[config.mk]
export PLATFORM = sky130hd
export DESIGN_NAME = kwt_unit
export DESIGN_NICKNAME = d
export VERILOG_FILES = /design/src/rtl/kwt_pkg.sv /design/src/rtl/kwt_unit.sv
export SDC_FILE = /design/constraint.sdc
export NUM_CORES = 1
export LEC_CHECK = 0
export ABC_AREA = 1
export BUFFER_PORTS_ARGS = -buffer_cell sky130_fd_sc_hd__buf_2
export CAP_MARGIN = 20
export CORE_MARGIN = 3
export CORE_UTILIZATION = 40
export DETAILED_ROUTE_END_ITERATION = 16
export PLACE_DENSITY_LB_ADDON = 0.3
export SLEW_MARGIN = 10
export SYNTH_ARGS = -nofsm -noshare
export SYNTH_HDL_FRONTEND = slang
export SYNTH_SLANG_ARGS = --single-unit
export TNS_END_PERCENT = 5
[constraint.sdc]
create_clock -name vclk -period 6.5
set_clock_uncertainty 0.15 [all_clocks]
set_input_delay 0 -clock vclk [all_inputs]
set_output_delay 0 -clock vclk [all_outputs]
set_load 0.005 [all_outputs]
[src/rtl/kwt_pkg.sv]
`default_nettype none
package kwt_pkg;

	localparam int KEY_W          = 48;
	localparam int KEY_BYTES      = KEY_W / 8;
	localparam int FUNC_W         = 3;
	localparam int SCORE_W        = 24;
	localparam int ENTRIES_DEF    = 256;
	localparam int COUNT_BITS_DEF = 16;

	typedef enum logic [FUNC_W-1:0] {
		FN_ADD    = 3'd0,
		FN_SEARCH = 3'd1,
		FN_ZERO   = 3'd2,
		FN_SCORE  = 3'd3,
		FN_CLEAR  = 3'd4
	} kwt_func_t;

	typedef enum logic [1:0] {
		ST_IDLE,
		ST_SCAN,
		ST_ZERO,
		ST_DONE
	} kwt_state_t;

	// per-array write enables into the entry store
	typedef struct packed {
		logic key;
		logic weight;
		logic occ;
	} kwt_wr_en_t;

	// key ends at its first zero byte; everything after reads as zero
	function automatic logic [KEY_W-1:0] clip_key(input logic [KEY_W-1:0] k);
		logic [KEY_W-1:0] res;
		logic             live;
		res  = '0;
		live = 1'b1;
		for (int b = KEY_BYTES - 1; b >= 0; b--) begin
			if (k[8*b +: 8] == 8'h00) live = 1'b0;
			if (live) res[8*b +: 8] = k[8*b +: 8];
		end
		return res;
	endfunction

endpackage
`default_nettype wire

[src/rtl/kwt_unit.sv]
`default_nettype none
module kwt_unit #(
	parameter int COUNT_BITS = kwt_pkg::COUNT_BITS_DEF
) (
	input  wire logic [kwt_pkg::KEY_W-1:0]   key_ref,
	input  wire logic [kwt_pkg::KEY_W-1:0]   rd_key,
	input  wire logic [COUNT_BITS-1:0]       rd_weight,
	input  wire logic [COUNT_BITS-1:0]       rd_occ,
	input  wire logic                        bump_weight,
	input  wire logic [kwt_pkg::SCORE_W-1:0] acc,
	output      logic                        match,
	output      logic [COUNT_BITS-1:0]       bump_val,
	output      logic [kwt_pkg::SCORE_W-1:0] acc_next
);

	localparam int SW = ((COUNT_BITS > kwt_pkg::SCORE_W) ? COUNT_BITS : kwt_pkg::SCORE_W) + 1;
	localparam logic [SW-1:0] SCORE_MAX = SW'((64'd1 << kwt_pkg::SCORE_W) - 64'd1);

	logic [COUNT_BITS-1:0] src;
	logic [COUNT_BITS-1:0] min_val;
	logic [SW-1:0]         sum;

	assign match = (rd_key == key_ref);

	// saturating increment
	assign src      = bump_weight ? rd_weight : rd_occ;
	assign bump_val = (&src) ? src : src + COUNT_BITS'(1);

	// saturating accumulate of min(occurrence, weight)
	assign min_val  = (rd_occ < rd_weight) ? rd_occ : rd_weight;
	assign sum      = SW'(acc) + SW'(min_val);
	assign acc_next = (sum > SCORE_MAX) ? SCORE_MAX[kwt_pkg::SCORE_W-1:0]
	                                    : sum[kwt_pkg::SCORE_W-1:0];

endmodule
`default_nettype wire

==> results.cfg <==
[timing]
post-route-period-util_pct = 69.5
rsz0062_at_grt = false
fin_worst_hold_slack_ps = 157
fin_setup_tns_ps = 0
period_needed_ps = 4520
finalMaxSlewViolations = 0
timing.fmax_mhz = 221
tightest_slew_ps = 743
maxSlewHeadroom_pct = 50.4
setup_violations = 0
finalHoldViolations = 0

[grt]
grt_pass1_wl_um = 19000
grt_pass1_vias = 4224
grt_most_used_layer = met2
antenna_found_initial = 0
use_met1_pct = 30.1
met3_usage_pct = 1.95
grt_start_max_net_pins = 41
gr-usage-met2_pct = 40.4
track_usage_pct = 22.5
grt_overflow = 0

[drt]
vias = 4619
drt-total-wl_um = 11800
vias_per_cell = 4.73
route.antenna.remaining_nets = 0
drc = 0
drtIter0Drc = 137
wire_per_inst_um = 12.1
dr.pass1.iters = 4

[yosys]
yosysMostFrequentCell = nand2_1
synth_top_area_share_pct = 27.2
synthTopCellsByCount = nand2_1, inv_1, nand3_1
yosysWarnings = 0
ys_types = 36
netlist_instances = 687
ys_seq_area_share_pct = 0
synth_top_cell_by_area = nand2_1
syn_area_um2 = 3550
synth_area_leaders = nand2_1, xnor2_1, inv_1
syn_area_per_cell_um2 = 5.17
synth_fp_nets = 873

[floorplan]
start_util_pct = 42.2
die-area_um2 = 10100
num_io_pins = 194
core_um2 = 8420
rows = 33
fp.dieH_um = 100
dieWidth_um = 100

[worst_hold_path]
worstHoldStart = acc[20]
min_to = acc_next[20]
min_path_type = input port to output port
hold_depth = 4

[finish]
drive_above_1_share_pct = 26.6
clkbuf_count = 0
n_antenna_cell = 0
syn_to_final_growth_pct = 28.8
seq_area_um2 = 0
final_cells = 976
seq_cells = 0
fin_util_pct = 54.4
layout.nets = 1059

[power]
ir_drop_mv = 0.0406
p_leak_nw = 2.81
power_density_nw_per_um2 = 97.7

[placed_design]
place_congestion = 0.947
port_buffers = 194
dp_hpwl_um = 10800
place_inst = 976

[status]
outcome = finished, final reports clean

[worst_setup_path]
arrival_ps = 4370
critical_path_peak_fanout = 23
path_class = input port to output port
worstSetupEndpointType = output port
start_kind = input port
required_ps = 6350

[clock_tree]
cts_repair_resize_count = 0
postCtsHoldBufs = 0
post_cts_buffers = 0

[run]
cap_violations = 0
==> area by class of cell <==
type	instances	area, µm²
fill	992	3840
timing repair buffer	194	971
inverter	111	417
tap	105	131
multi-input combinational	566	3060
==> kinds of logic (layout without fill, tap and decap cells) <==
kind of cell / Yosys count / in the layout / share of synthesized area (%)
adder cells (fa/ha/maj): 33 / 33 / 11.8
XOR/XNOR: 50 / 50 / 12.3
buffers and inverters: 121 / 305 / 13.9
AO/OA/AOI/OAI: 50 / 50 / 8.62
AND/OR/NAND/NOR: 433 / 433 / 53.3
==> worst max-delay path: stages <==
cell     delay (ps)
buf_2           100
inv_1            50
ha_1            300
a21oi_1         150
o21ai_0         120
a21oi_2         600
nand2_1         510
nand2_1         160
nand2_1          80
ha_1            230
fa_1            450
nand3_1         120
nand3_1         120
nand2_1          80
nand2_1          90
nand2_1          60
nand2_1         110
nand2_1         580
nand2_1         250
buf_2           200
==> where the power goes <==
group | total, W | internal [W] | switching [W]
registers | 0 | 0 | 0
logic | 0.000447 | 0.000192 | 0.000255
clock network | 0 | 0 | 0
==> metal layers <==
layer	up-vias	wire, µm	share of wire, %
li1	2516	-	-
met1	1976	5410	46
met2	115	5610	47
met3	12	667	5.6
met4	0	132	1.1
met5	-	0	0
==> worst max-delay path by stage <==
stage | endpoint | start
after floorplan | acc_next[19] | rd_weight[15]
after global placement | acc_next[0] | rd_weight[9]
after detailed placement | acc_next[0] | rd_weight[11]
after CTS | acc_next[0] | rd_weight[11]
after global routing | acc_next[0] | rd_weight[11]
final | acc_next[0] | rd_weight[11]
==> placed cells by master, fill, tap and decap left out, drive strengths merged <==
| cell type | instances |
|---|---|
| nand2 | 262 |
| buf | 194 |
| inv | 111 |
| nand3 | 74 |
| nor2 | 67 |
| xnor2 | 48 |
| ha | 32 |
| o21ai | 26 |
| a21oi | 20 |
| nand4 | 11 |
| or2 | 6 |
| nor3 | 6 |
| nand3b | 3 |
| nor4 | 2 |
| and2 | 2 |
| xor2 | 2 |
| o21a | 1 |
| a21o | 1 |
| o21bai | 1 |
| o2111ai | 1 |
| fa | 1 |
==> metrics by stage <==
step	worst slack, ps	total power (W)	cell area (µm²)
6_report	1980	0.000447	4580
5_1_grt	1540	0.000512	4580
4_1_cts	1970	0.000450	4580
3_5_place_dp	1980	0.000448	4580
3_3_place_gp	2070	0.000445	4580
2_1_floorplan	3550	0.000288	3550
(Power assumes the default switching activity.)
